$ cat src/rtl/core/jvcs_pkg.sv
package jvcs_pkg;

   localparam int unsigned LEVEL_W   = 16;
   localparam int unsigned CMD_W     = 16;
   localparam int unsigned DBAND_W   = 15;
   localparam int unsigned STEP_W    = 16;
   localparam int unsigned GCNT_W    = 6;
   localparam int unsigned CSR_AW    = 4;
   localparam int unsigned CSR_DW    = 32;
   localparam int unsigned WIDE_W    = 18;

   localparam logic [DBAND_W-1:0] DBAND_RESET = 15'd6554;
   localparam logic [STEP_W-1:0]  ACCEL_RESET = 16'd33;
   localparam logic [STEP_W-1:0]  DECEL_RESET = 16'd98;

   typedef enum logic [1:0] {
      REG_DEADBAND = 2'd0,
      REG_ACCEL    = 2'd1,
      REG_DECEL    = 2'd2
   } reg_index_type;

   typedef struct packed {
      logic [DBAND_W-1:0] deadband_width;
      logic [STEP_W-1:0]  accel_step;
      logic [STEP_W-1:0]  decel_step;
   } cfg_type;

   typedef struct packed {
      logic signed [CMD_W-1:0] fwd_target;
      logic signed [CMD_W-1:0] turn;
      logic                    gait;
      logic                    ab_pressed;
   } cmd_type;

   function automatic logic [WIDE_W-2:0] abs_wide(input logic signed [WIDE_W-1:0] v);
      logic signed [WIDE_W-1:0] n;
      n = -v;
      return v[WIDE_W-1] ? n[WIDE_W-2:0] : v[WIDE_W-2:0];
   endfunction

endpackage

$ cat src/rtl/core/jvcs_if.sv
interface jvcs_req_channel;
   logic        valid;
   logic        ready;
   logic [15:0] stick_forward;
   logic [15:0] stick_turn;
   logic [15:0] enable_trigger;
   logic [15:0] gait_trigger;
   logic [15:0] button_a;
   logic [15:0] button_b;
   logic [15:0] hold_forward_button;
   logic [15:0] hold_turn_button;

   modport source (
      output valid, stick_forward, stick_turn, enable_trigger, gait_trigger,
             button_a, button_b, hold_forward_button, hold_turn_button,
      input  ready
   );
   modport sink (
      input  valid, stick_forward, stick_turn, enable_trigger, gait_trigger,
             button_a, button_b, hold_forward_button, hold_turn_button,
      output ready
   );
endinterface

interface jvcs_rsp_channel;
   logic               valid;
   logic               ready;
   logic signed [15:0] forward_velocity;
   logic signed [15:0] turn_rate;
   logic               gait_active;
   logic [15:0]        stride_phase;
   logic               learned_mode;

   modport source (
      output valid, forward_velocity, turn_rate, gait_active, stride_phase, learned_mode,
      input  ready
   );
   modport sink (
      input  valid, forward_velocity, turn_rate, gait_active, stride_phase, learned_mode,
      output ready
   );
endinterface

$ cat src/rtl/core/jvcs_csr.sv
module jvcs_csr
   import jvcs_pkg::*;
(
   input  logic              clock,
   input  logic              reset,
   input  logic              psel,
   input  logic              penable,
   input  logic              pwrite,
   input  logic [CSR_AW-1:0] paddr,
   input  logic [CSR_DW-1:0] pwdata,
   output logic [CSR_DW-1:0] prdata,
   output logic              pready,
   output cfg_type           cfg
);

   cfg_type       cfg_ff;
   cfg_type       cfg_in;
   reg_index_type idx;
   logic          wr_en;

   assign idx    = reg_index_type'(paddr[CSR_AW-1:2]);
   assign wr_en  = psel && penable && pwrite;
   assign pready = 1'b1;
   assign cfg    = cfg_ff;

   always_comb begin
      cfg_in = cfg_ff;
      if (wr_en) begin
         case (idx)
            REG_DEADBAND: cfg_in.deadband_width = pwdata[DBAND_W-1:0];
            REG_ACCEL:    cfg_in.accel_step     = pwdata[STEP_W-1:0];
            REG_DECEL:    cfg_in.decel_step     = pwdata[STEP_W-1:0];
            default:      cfg_in = cfg_ff;
         endcase
      end
   end

   always_comb begin
      case (idx)
         REG_DEADBAND: prdata = CSR_DW'(cfg_ff.deadband_width);
         REG_ACCEL:    prdata = CSR_DW'(cfg_ff.accel_step);
         REG_DECEL:    prdata = CSR_DW'(cfg_ff.decel_step);
         default:      prdata = '0;
      endcase
   end

   always_ff @(posedge clock) begin
      if (reset) begin
         cfg_ff.deadband_width <= DBAND_RESET;
         cfg_ff.accel_step     <= ACCEL_RESET;
         cfg_ff.decel_step     <= DECEL_RESET;
      end else begin
         cfg_ff <= cfg_in;
      end
   end

endmodule

$ cat src/rtl/core/jvcs_front.sv
module jvcs_front
   import jvcs_pkg::*;
(
   jvcs_req_channel.sink     req,
   input  logic [DBAND_W-1:0] deadband_width,
   input  logic               q_ready,
   output logic               q_push,
   output cmd_type            q_cmd
);

   logic enable;
   logic hold_fwd;
   logic hold_turn;

   function automatic logic signed [CMD_W-1:0] stick_cmd(
      input logic [LEVEL_W-1:0]  raw,
      input logic                hold,
      input logic                en,
      input logic [DBAND_W-1:0]  dband
   );
      logic signed [LEVEL_W:0] d;
      logic signed [LEVEL_W:0] half;
      logic [LEVEL_W:0]        mag;
      d    = $signed(17'h08000) - $signed({1'b0, raw});
      mag  = d[LEVEL_W] ? 17'(-d) : 17'(d);
      // halve, rounding toward zero
      half = (d + $signed({16'b0, d[LEVEL_W]})) >>> 1;
      if (hold || !en || mag <= {2'b00, dband})
         return '0;
      return half[CMD_W-1:0];
   endfunction

   assign enable    = req.enable_trigger[LEVEL_W-1];
   assign hold_fwd  = req.hold_forward_button[LEVEL_W-1];
   assign hold_turn = req.hold_turn_button[LEVEL_W-1];

   assign req.ready = q_ready;
   assign q_push    = req.valid && q_ready;

   always_comb begin
      q_cmd.fwd_target = stick_cmd(req.stick_forward, hold_fwd, enable, deadband_width);
      q_cmd.turn       = stick_cmd(req.stick_turn, hold_turn, enable, deadband_width);
      q_cmd.gait       = req.gait_trigger[LEVEL_W-1];
      q_cmd.ab_pressed = req.button_a[LEVEL_W-1] && req.button_b[LEVEL_W-1];
   end

endmodule

$ cat src/rtl/core/jvcs_queue.sv
module jvcs_queue
   import jvcs_pkg::*;
(
   input  logic    clock,
   input  logic    reset,
   input  logic    push,
   input  cmd_type push_cmd,
   output logic    push_ready,
   input  logic    pop,
   output logic    pop_valid,
   output cmd_type pop_cmd
);

   cmd_type    slot_ff [2];
   logic       wr_ptr_ff;
   logic       wr_ptr_in;
   logic       rd_ptr_ff;
   logic       rd_ptr_in;
   logic [1:0] count_ff;
   logic [1:0] count_in;

   assign push_ready = (count_ff != 2'd2);
   assign pop_valid  = (count_ff != 2'd0);
   assign pop_cmd    = slot_ff[rd_ptr_ff];

   always_comb begin
      wr_ptr_in = wr_ptr_ff ^ push;
      rd_ptr_in = rd_ptr_ff ^ pop;
      count_in  = count_ff + 2'(push) - 2'(pop);
   end

   always_ff @(posedge clock) begin
      if (push) begin
         slot_ff[wr_ptr_ff] <= push_cmd;
      end
   end

   always_ff @(posedge clock) begin
      if (reset) begin
         wr_ptr_ff <= 1'b0;
         rd_ptr_ff <= 1'b0;
         count_ff  <= 2'd0;
      end else begin
         wr_ptr_ff <= wr_ptr_in;
         rd_ptr_ff <= rd_ptr_in;
         count_ff  <= count_in;
      end
   end

endmodule

$ cat src/rtl/core/jvcs_back.sv
module jvcs_back
   import jvcs_pkg::*;
#(
   parameter int unsigned GAIT_PERIOD_TICKS = 60
) (
   input  logic              clock,
   input  logic              reset,
   input  logic [STEP_W-1:0] accel_step,
   input  logic [STEP_W-1:0] decel_step,
   input  logic              q_valid,
   input  cmd_type           q_cmd,
   output logic              q_pop,
   jvcs_rsp_channel.source   rsp
);

   localparam int unsigned PHASE_INC = 65536 / GAIT_PERIOD_TICKS;
   localparam int unsigned PHASE_REM = 65536 % GAIT_PERIOD_TICKS;

   logic signed [CMD_W-1:0] vel_ff, vel_in;
   logic [GCNT_W-1:0]       gcnt_ff, gcnt_in;
   logic [LEVEL_W-1:0]      gq_ff, gq_in;
   logic [GCNT_W-1:0]       gr_ff, gr_in;
   logic                    latch_ff, latch_in;
   logic                    out_valid_ff, out_valid_in;

   logic signed [CMD_W-1:0] out_fwd_ff;
   logic signed [CMD_W-1:0] out_turn_ff;
   logic                    out_gait_ff;
   logic [LEVEL_W-1:0]      out_phase_ff, phase;

   logic signed [WIDE_W-1:0] cur, tgt, dv, dec_s, acc_s, step_s;
   logic [WIDE_W-2:0]        acur, atgt, adv, step_u;
   logic                     oppose;
   logic [GCNT_W-1:0]        gcnt_inc;
   logic [GCNT_W:0]          rem_sum;

   assign q_pop = q_valid && (!out_valid_ff || rsp.ready);

   assign rsp.valid            = out_valid_ff;
   assign rsp.forward_velocity = out_fwd_ff;
   assign rsp.turn_rate        = out_turn_ff;
   assign rsp.gait_active      = out_gait_ff;
   assign rsp.stride_phase     = out_phase_ff;
   assign rsp.learned_mode     = latch_ff;

   // slew limiter
   always_comb begin
      cur    = WIDE_W'(vel_ff);
      tgt    = WIDE_W'(q_cmd.fwd_target);
      dec_s  = $signed({2'b00, decel_step});
      acc_s  = $signed({2'b00, accel_step});
      acur   = abs_wide(cur);
      atgt   = abs_wide(tgt);
      dv     = tgt - cur;
      adv    = abs_wide(dv);
      oppose = (cur < 0 && tgt > 0) || (cur > 0 && tgt < 0);
      step_s = (atgt > acur) ? acc_s : dec_s;
      step_u = step_s[WIDE_W-2:0];
      if (oppose) begin
         if (acur <= {1'b0, decel_step})
            vel_in = '0;
         else if (cur > 0)
            vel_in = CMD_W'(cur - dec_s);
         else
            vel_in = CMD_W'(cur + dec_s);
      end else if (atgt == acur) begin
         vel_in = q_cmd.fwd_target;
      end else if (adv <= step_u) begin
         vel_in = q_cmd.fwd_target;
      end else if (dv > 0) begin
         vel_in = CMD_W'(cur + step_s);
      end else begin
         vel_in = CMD_W'(cur - step_s);
      end
   end

   // gait phase: quotient/remainder tracking of count*65536/period
   always_comb begin
      gcnt_inc = gcnt_ff + 1'b1;
      rem_sum  = {1'b0, gr_ff} + (GCNT_W+1)'(PHASE_REM);
      phase    = '0;
      gcnt_in  = '0;
      gq_in    = '0;
      gr_in    = '0;
      if (q_cmd.gait) begin
         phase = gq_ff;
         if (gcnt_inc != GCNT_W'(GAIT_PERIOD_TICKS)) begin
            gcnt_in = gcnt_inc;
            if (rem_sum >= (GCNT_W+1)'(GAIT_PERIOD_TICKS)) begin
               gr_in = GCNT_W'(rem_sum - (GCNT_W+1)'(GAIT_PERIOD_TICKS));
               gq_in = gq_ff + LEVEL_W'(PHASE_INC) + 1'b1;
            end else begin
               gr_in = rem_sum[GCNT_W-1:0];
               gq_in = gq_ff + LEVEL_W'(PHASE_INC);
            end
         end
      end
      latch_in     = latch_ff || q_cmd.ab_pressed;
      out_valid_in = q_valid || (out_valid_ff && !rsp.ready);
   end

   always_ff @(posedge clock) begin
      if (q_pop) begin
         out_fwd_ff   <= vel_in;
         out_turn_ff  <= q_cmd.turn;
         out_gait_ff  <= q_cmd.gait;
         out_phase_ff <= phase;
      end
   end

   always_ff @(posedge clock) begin
      if (reset) begin
         vel_ff       <= '0;
         gcnt_ff      <= '0;
         gq_ff        <= '0;
         gr_ff        <= '0;
         latch_ff     <= 1'b0;
         out_valid_ff <= 1'b0;
      end else begin
         out_valid_ff <= out_valid_in;
         if (q_pop) begin
            vel_ff   <= vel_in;
            gcnt_ff  <= gcnt_in;
            gq_ff    <= gq_in;
            gr_ff    <= gr_in;
            latch_ff <= latch_in;
         end
      end
   end

endmodule

$ cat src/rtl/core/joystick_velocity_command_shaper.sv
// Gamepad velocity command shaper. One request per control tick carries the stick, trigger
// and button levels (unsigned Q0.16, pressed at or above half scale); each request yields
// one response with the slew-limited forward velocity, the turn rate, the gait phase and
// the A+B latch. A request is taken every clock while the queue has room: the front end
// classifies it in the cycle it arrives and writes it into a two-entry queue, and the back
// end applies one queued command per cycle, unless the response side stalls, to the
// velocity, gait and latch state and registers the response; a request thus passes a queue
// slot and the response register. Registers (APB, byte address 4*i): 0 deadband_width,
// 1 accel_step, 2 decel_step; write them only while no request is in flight.
module joystick_velocity_command_shaper
   import jvcs_pkg::*;
#(
   parameter int unsigned GAIT_PERIOD_TICKS = 60
) (
   input  logic              clock,
   input  logic              reset,
   jvcs_req_channel.sink     req_bus,
   jvcs_rsp_channel.source   rsp_bus,
   input  logic              psel,
   input  logic              penable,
   input  logic              pwrite,
   input  logic [CSR_AW-1:0] paddr,
   input  logic [CSR_DW-1:0] pwdata,
   output logic [CSR_DW-1:0] prdata,
   output logic              pready
);

   cfg_type cfg;
   cmd_type push_cmd;
   cmd_type pop_cmd;
   logic    push;
   logic    push_ready;
   logic    pop;
   logic    pop_valid;

   jvcs_csr u_csr (
      .clock   (clock),
      .reset   (reset),
      .psel    (psel),
      .penable (penable),
      .pwrite  (pwrite),
      .paddr   (paddr),
      .pwdata  (pwdata),
      .prdata  (prdata),
      .pready  (pready),
      .cfg     (cfg)
   );

   jvcs_front u_front (
      .req            (req_bus),
      .deadband_width (cfg.deadband_width),
      .q_ready        (push_ready),
      .q_push         (push),
      .q_cmd          (push_cmd)
   );

   jvcs_queue u_queue (
      .clock      (clock),
      .reset      (reset),
      .push       (push),
      .push_cmd   (push_cmd),
      .push_ready (push_ready),
      .pop        (pop),
      .pop_valid  (pop_valid),
      .pop_cmd    (pop_cmd)
   );

   jvcs_back #(
      .GAIT_PERIOD_TICKS (GAIT_PERIOD_TICKS)
   ) u_back (
      .clock      (clock),
      .reset      (reset),
      .accel_step (cfg.accel_step),
      .decel_step (cfg.decel_step),
      .q_valid    (pop_valid),
      .q_cmd      (pop_cmd),
      .q_pop      (pop),
      .rsp        (rsp_bus)
   );

endmodule

$ cat src/flat_wrapper.sv
// flat-port wrapper written by rule: the top's interface ports become plain ports
module joystick_velocity_command_shaper_flat import jvcs_pkg::*;
#(
   parameter int unsigned GAIT_PERIOD_TICKS = 60
)
  (clock, reset, psel, penable, pwrite, paddr, pwdata, prdata, pready, req_bus_valid, req_bus_stick_forward, req_bus_stick_turn, req_bus_enable_trigger, req_bus_gait_trigger, req_bus_button_a, req_bus_button_b, req_bus_hold_forward_button, req_bus_hold_turn_button, req_bus_ready, rsp_bus_valid, rsp_bus_forward_velocity, rsp_bus_turn_rate, rsp_bus_gait_active, rsp_bus_stride_phase, rsp_bus_learned_mode, rsp_bus_ready);
  jvcs_req_channel req_bus_i ();
  jvcs_rsp_channel rsp_bus_i ();
  input  logic clock;
  input  logic reset;
  input  logic psel;
  input  logic penable;
  input  logic pwrite;
  input  logic [CSR_AW-1:0] paddr;
  input  logic [CSR_DW-1:0] pwdata;
  output logic [CSR_DW-1:0] prdata;
  output logic pready;
  input wire logic [$bits(req_bus_i.valid)-1:0] req_bus_valid;
  input wire logic [$bits(req_bus_i.stick_forward)-1:0] req_bus_stick_forward;
  input wire logic [$bits(req_bus_i.stick_turn)-1:0] req_bus_stick_turn;
  input wire logic [$bits(req_bus_i.enable_trigger)-1:0] req_bus_enable_trigger;
  input wire logic [$bits(req_bus_i.gait_trigger)-1:0] req_bus_gait_trigger;
  input wire logic [$bits(req_bus_i.button_a)-1:0] req_bus_button_a;
  input wire logic [$bits(req_bus_i.button_b)-1:0] req_bus_button_b;
  input wire logic [$bits(req_bus_i.hold_forward_button)-1:0] req_bus_hold_forward_button;
  input wire logic [$bits(req_bus_i.hold_turn_button)-1:0] req_bus_hold_turn_button;
  output wire logic [$bits(req_bus_i.ready)-1:0] req_bus_ready;
  output wire logic [$bits(rsp_bus_i.valid)-1:0] rsp_bus_valid;
  output wire logic [$bits(rsp_bus_i.forward_velocity)-1:0] rsp_bus_forward_velocity;
  output wire logic [$bits(rsp_bus_i.turn_rate)-1:0] rsp_bus_turn_rate;
  output wire logic [$bits(rsp_bus_i.gait_active)-1:0] rsp_bus_gait_active;
  output wire logic [$bits(rsp_bus_i.stride_phase)-1:0] rsp_bus_stride_phase;
  output wire logic [$bits(rsp_bus_i.learned_mode)-1:0] rsp_bus_learned_mode;
  input wire logic [$bits(rsp_bus_i.ready)-1:0] rsp_bus_ready;
  assign req_bus_i.valid = req_bus_valid;
  assign req_bus_i.stick_forward = req_bus_stick_forward;
  assign req_bus_i.stick_turn = req_bus_stick_turn;
  assign req_bus_i.enable_trigger = req_bus_enable_trigger;
  assign req_bus_i.gait_trigger = req_bus_gait_trigger;
  assign req_bus_i.button_a = req_bus_button_a;
  assign req_bus_i.button_b = req_bus_button_b;
  assign req_bus_i.hold_forward_button = req_bus_hold_forward_button;
  assign req_bus_i.hold_turn_button = req_bus_hold_turn_button;
  assign req_bus_ready = req_bus_i.ready;
  assign rsp_bus_valid = rsp_bus_i.valid;
  assign rsp_bus_forward_velocity = rsp_bus_i.forward_velocity;
  assign rsp_bus_turn_rate = rsp_bus_i.turn_rate;
  assign rsp_bus_gait_active = rsp_bus_i.gait_active;
  assign rsp_bus_stride_phase = rsp_bus_i.stride_phase;
  assign rsp_bus_learned_mode = rsp_bus_i.learned_mode;
  assign rsp_bus_i.ready = rsp_bus_ready;
  joystick_velocity_command_shaper #(.GAIT_PERIOD_TICKS(GAIT_PERIOD_TICKS)) u_core (.clock(clock), .reset(reset), .req_bus(req_bus_i), .rsp_bus(rsp_bus_i), .psel(psel), .penable(penable), .pwrite(pwrite), .paddr(paddr), .pwdata(pwdata), .prdata(prdata), .pready(pready));
endmodule
$ cat config.mk
export PLATFORM = sky130hd
export DESIGN_NAME = joystick_velocity_command_shaper_flat
export DESIGN_NICKNAME = d
export VERILOG_FILES = /design/src/rtl/core/jvcs_pkg.sv /design/src/rtl/core/jvcs_if.sv /design/src/rtl/core/jvcs_csr.sv /design/src/rtl/core/jvcs_front.sv /design/src/rtl/core/jvcs_queue.sv /design/src/rtl/core/jvcs_back.sv /design/src/rtl/core/joystick_velocity_command_shaper.sv /design/src/flat_wrapper.sv
export SDC_FILE = /design/constraint.sdc
export NUM_CORES = 1
export LEC_CHECK = 0
export BUFFER_PORTS_ARGS = -buffer_cell sky130_fd_sc_hd__buf_2
export CORE_MARGIN = 3
export CORE_UTILIZATION = 51
export CTS_BUF_LIST = sky130_fd_sc_hd__clkbuf_16
export DETAILED_ROUTE_END_ITERATION = 12
export HOLD_SLACK_MARGIN = 0.15
export PLACE_DENSITY = 0.8
export SLEW_MARGIN = 40
export SYNTH_ARGS = -nofsm -noshare
export SYNTH_HDL_FRONTEND = slang
export SYNTH_SLANG_ARGS = --single-unit
$ cat constraint.sdc
create_clock -name clock -period 8.6 [get_ports clock]
set_input_delay 1.72 -clock clock [delete_from_list [all_inputs] [get_ports clock]]
set_output_delay 1.72 -clock clock [all_outputs]
set_load 0.05 [all_outputs]
; ---- After elaboration in Yosys (flattened, before gate mapping)
; Memory sizes are Yosys's and may differ from the RTL's. A register that Yosys moved wholly into a read port is not among the register bits.
; Cells that the tools add are included.
[op_classes]
muxes = 30
eq_ne = 5
addsub = 21
bitwise_logic = 2
n_reduce_logical = 24
magnitude_cmp = 11
[op_table]
columns = cell, count
row1 = 2-to-1 mux 16 bit, 14
row2 = 2-to-1 mux 17 bit, 5
row3 = negation 17 bit, 3
row4 = one-hot mux 16 bit (3 select lines), 1
row5 = adder 17 x 2 -> 17 bit, 2
row6 = less-or-equal comparator 17 x 15 -> 1 bit, 2
row7 = less-or-equal comparator 17 x 16 -> 1 bit, 2
row8 = negation 16 -> 17 bit, 2
row9 = "subtractor 16 x 16 -> 17 bit, first input constant", 2
row10 = adder 16 bit, 2
row11 = "greater-than comparator 16 x 1 -> 1 bit, second input constant", 2
row12 = "< comparator 16 x 1 -> 1 bit, second input constant", 2
row13 = subtractor 16 bit, 2
row14 = 2-to-1 mux 6 bit, 5
row15 = == test 17 bit, 1
row16 = "greater-than comparator 17 x 1 -> 1 bit, second input constant", 1
row17 = greater-than comparator 17 bit, 1
row18 = subtractor 16 x 16 -> 17 bit, 1
row19 = "adder 16 x 1 -> 16 bit, second input constant", 1
row20 = "adder 16 x 11 -> 16 bit, second input constant", 1
row21 = logical AND 1 bit, 8
row22 = logical OR 1 bit, 8
row23 = "adder 6 x 5 -> 7 bit, second input constant", 1
row24 = "greater-or-equal comparator 7 x 6 -> 1 bit, second input constant", 1
row25 = other kinds (14), 23
[totals]
mem_count = 1
output_inout_bits = 85
reg_bits = 146
mem_bits_rw = 68
[mem_list]
columns = name, words, word_bits, rd, rd_clocked_by_memory_dff, wr, line_no
row1 = u_core.u_queue.slot_ff, 2, 34, 1, 1, 1, jvcs_queue.sv:14  ; cmd_type slot_ff [2];

; ---- Logic depth before layout (Yosys ltp)
[depth]
word_depth = 9
ltp_mapped = 36

; ---- Modules after synthesis
; Synthesis repeated with hierarchy kept, for this count alone.
[unflattened]
cells_unflattened = 1989
area_unflattened_um2 = 17817.1
[modules_own_cells]
columns = mod, cells_per_inst, instances, area_per_inst_um2
row1 = jvcs_back, 1171, 1, 9492.9
row2 = jvcs_front, 435, 1, 3094.2
row3 = jvcs_queue, 125, 1, 2805.2
row4 = jvcs_csr, 258, 1, 2424.8

; ---- Least setup slack after synthesis
; No wires, ideal clock.
[synth_timing]
path_kind = register -> register
from = register u_core.u_queue.rd_ptr_ff (netlist name)
to = register u_core.u_back.vel_ff[15]
arrival_time_ps = 8705
required_time_ps = 8510
setup_slack_ps = -196
setup_time_ps = 90
stages_incl_launch_ff = 34
cell_sequence = dfxtp_1 > clkbuf_1 > buf_2 > buf_1 > mux2i_1 > ha_1 > nand3_1 > or4_1 > o31ai_1 > xnor2_1 > ha_1 > and4_1 > nor4bb_1 > nor3b_1 > or2_2 > clkbuf_1 > buf_1 > clkbuf_1 > buf_2 > mux2_2 > inv_1 > ha_1 > o21ai_0 > ha_1 > nor2b_1 > o31a_1 > nor3_1 > o21bai_1 > a221oi_1 > o21ai_0 > a31oi_1 > xnor3_1 > or3_1 > a31oi_1
[synth_rtl]
columns = item, line_no
row1 = "end signal, assigned", jvcs_back.sv:122  ; vel_ff <= vel_in;
row2 = "end, declared", jvcs_back.sv:19  ; logic signed [CMD_W-1:0] vel_ff, vel_in;

==> results.json <==
{
  "synth-edff-count": 117,
  "start_util_pct": 52.4,
  "port_buffers": 130,
  "relSlewSlack_pct": 44.2,
  "tightestPinTransition_ns": 0.837,
  "max_freq_mhz": 125,
  "clkTransAtPathRegs_ns": 0.06,
  "p_per_area_nw_per_um2": 423,
  "cts_hold_buf": 0,
  "io_pins": 256,
  "use_met1_pct": 35.6,
  "grt_use_total_pct": 25.5,
  "post_cts_buffers": 0,
  "slew_viol_final": 0,
  "area_growth_syn_to_layout_pct": 11.6,
  "row_count": 65,
  "post_cts_resize_count": 0,
  "drc": 0,
  "cp.required_ns": 9.05,
  "grt_pass1_wl_um": 73300,
  "cap_violations": 0,
  "die_h_um": 187,
  "clkSinkCount": 212,
  "synthArstFlopShare_pct": 0,
  "hpwlAfterDp_um": 35600,
  "met2_usage_pct": 40.9,
  "cts_tree": "yes",
  "reg2reg_from": "u_core.u_queue.rd_ptr_ff",
  "r2r_slack_ns": 0.59,
  "viasPerCell": 5.91,
  "post-route-period-util_pct": 93.1,
  "wl_um": 46700,
  "synthCells": 1939,
  "yosys_warnings": 0,
  "antenna_found_initial": 0,
  "mostFrequentLayoutCells": "nand2_1 (219), nor2_1 (172), ha_1 (145)",
  "path_max_fanout": 13,
  "num_vias": 14800,
  "syn-cell-area_um2": 16700,
  "setup_viol": 0,
  "dr.first_iter.drc_count": 1391,
  "crit_path_end_kind": "register",
  "synthFlopType": "edfxtp_1",
  "hold_end": "u_core.u_csr.cfg[24]",
  "dieArea_um2": 34900,
  "grt-ovfl-total": 0,
  "worstHoldStart": "u_core.u_csr.cfg[24]",
  "final_common_cell": "nand2_1",
  "worstPathArrival_ns": 8.46,
  "fin_skew_ns": 0.0282,
  "htree_levels": 1,
  "critPathSlowestCell": "or4_1",
  "rsz0062_at_grt": "no",
  "cts_made_buffers": 23,
  "status": "finished, final reports clean",
  "ys_seq_area_share_pct": 32.4,
  "gp_congestion": 0.977,
  "hp-class": "reg2reg",
  "hold_viol_final": 0,
  "r2r_cells": 28,
  "avgSynthCellArea_um2": 8.61,
  "synthDistinctLibCells": 78,
  "fillers": 2858,
  "ir_drop_mv": 0.258,
  "hold_depth": 2,
  "min_period_ns": 8.01,
  "grt_pass1_vias": 13900,
  "tns_ns": 0,
  "grt_util_met3_pct": 3.90,
  "worstSetupStartpointType": "register",
  "grt_max_degree": 98,
  "r2r_end": "u_core.u_back.vel_ff[15]",
  "dr.pass1.iters": 5,
  "clockBufferDepth": 3,
  "slowest_delay_ns": 0.65,
  "nets": 2368,
  "busiest_layer": "met2",
  "hold_slack_ns": 0.485,
  "root_buffer": "clkbuf_16",
  "antenna_left": 0,
  "p_leak_nw": 7.58,
  "path_class": "reg2reg",
  "drive_above_1_share_pct": 12.7,
  "post_drt_wl_per_cell_um": 18.7,
  "clock_latency_ns": 0.53,
  "synth-seq-cells": 212,
  "antenna_cells": 0,
  "core-area_um2": 31900,
  "die_x_um": 187
}
==> per-layer routing <==
metal  vias to the layer above  wire, um
li1                       7119         -
met1                      6970     20900
met2                       596     20600
met3                        88      3690
met4                         0      1460
met5                         -         0
==> area by class of cell <==
| cell class | instances | area (um2) | share of cell area, % |
|---|---|---|---|
| multi-input cells | 1546 | 10600 | 56.9 |
| flip-flops and latches | 212 | 5420 | 29.1 |
| repair buffers | 160 | 886 | 4.76 |
| clock buffers | 23 | 576 | 3.09 |
| well taps | 435 | 544 | 2.92 |
| inverters | 106 | 399 | 2.14 |
| clock inverters | 19 | 210 | 1.13 |
==> worst max-delay path by stage <==
stage	to	start	slack, ns
finish	u_core.u_back.vel_ff[15]	u_core.u_queue.rd_ptr_ff	0.59
global route	u_core.u_back.vel_ff[15]	u_core.u_queue.rd_ptr_ff	0.1
CTS	u_core.u_back.vel_ff[15]	u_core.u_queue.rd_ptr_ff	0.68
detailed placement	u_core.u_back.vel_ff[15]	u_core.u_queue.rd_ptr_ff	0.79
global placement	u_core.u_back.vel_ff[15]	u_core.u_queue.rd_ptr_ff	0.86
floorplan	u_core.u_back.vel_ff[15]	u_core.u_queue.rd_ptr_ff	0.03
==> synthesized netlist by cell type (all sizes together) (19+ instances only) <==
cell	count	share of area, %
o21a	19	0.85
a21o	39	1.8
nand2	219	4.9
a21oi	140	4.2
nor2	173	3.9
nand4	19	0.71
nor4	19	0.71
inv	106	2.4
edfxtp	117	21
ha	145	11
nand3	60	1.8
o21ai	82	2.5
xnor2	126	6.6
or3	23	0.89
a31oi	22	0.82
mux2	33	2.3
nor2b	37	1.4
xor2	68	3.6
clkbuf	64	1.4
dfxtp	95	11
nor3	35	1.0
buf	28	1.1
mux2i	43	2.6
==> where the power goes <==
group / leakage [nW] / internal [mW] / switching [mW]
registers: 1.92 / 1.38 / 0.131
logic: 5.28 / 1.97 / 3.36
clock network: 0.384 / 0.613 / 0.417
total: 7.58 / 3.97 / 3.91
==> critical path, delay by kind of cell, from the launching register on <==
kind,cells,cell delay [ns]
and+or+nand+nor,9,2.55
AOI/OAI and AO/OA,9,1.80
muxes,1,0.53
xor gates and xnor gates,3,0.90
adders and majority gates,3,0.91
buffers and inverters,3,0.59
DFF,1,0.64
==> flip-flops by register name (all words and copies together) (netlist names), 2 cells and up <==
signal / flops
u_core.u_back.gcnt_ff: 6
u_core.u_back.gq_ff: 16
u_core.u_back.gr_ff: 4
u_core.u_back.rsp.forward_velocity: 16
u_core.u_back.rsp.stride_phase: 16
u_core.u_back.rsp.turn_rate: 16
u_core.u_back.vel_ff: 16
u_core.u_csr.cfg: 47
u_core.u_queue.count_ff: 2
u_core.u_queue.slot_ff: 68
==> cell families (layout without fill, tap and decap cells) <==
kind of cell,Yosys count,in the layout,share of synthesized area [%]
AO/OA/AOI/OAI,429,429,16.6
XOR/XNOR,195,195,10.3
adder cells (fa/ha/maj),148,148,11.2
buffers and inverters,198,308,4.92
flip-flops,212,212,32.4
multiplexers,76,76,4.85
other,2,19,0.0450
AND/OR/NAND/NOR,679,679,19.6
==> per-stage QoR <==
step	instances	instance area, um2	total power, mW	utilization [%]	worst slack, ns
2_1_floorplan	1956	16800	5.45	-	0.0293
4_1_cts	2501	18600	7.79	58.4	0.685
3_5_place_dp	2459	17800	6.73	55.9	0.794
6_report	2501	18600	7.87	58.4	0.591
5_1_grt	2501	18600	8.46	58.4	0.0980
3_3_place_gp	2459	17800	6.61	55.8	0.857
Power figures use the tool's default switching activity.
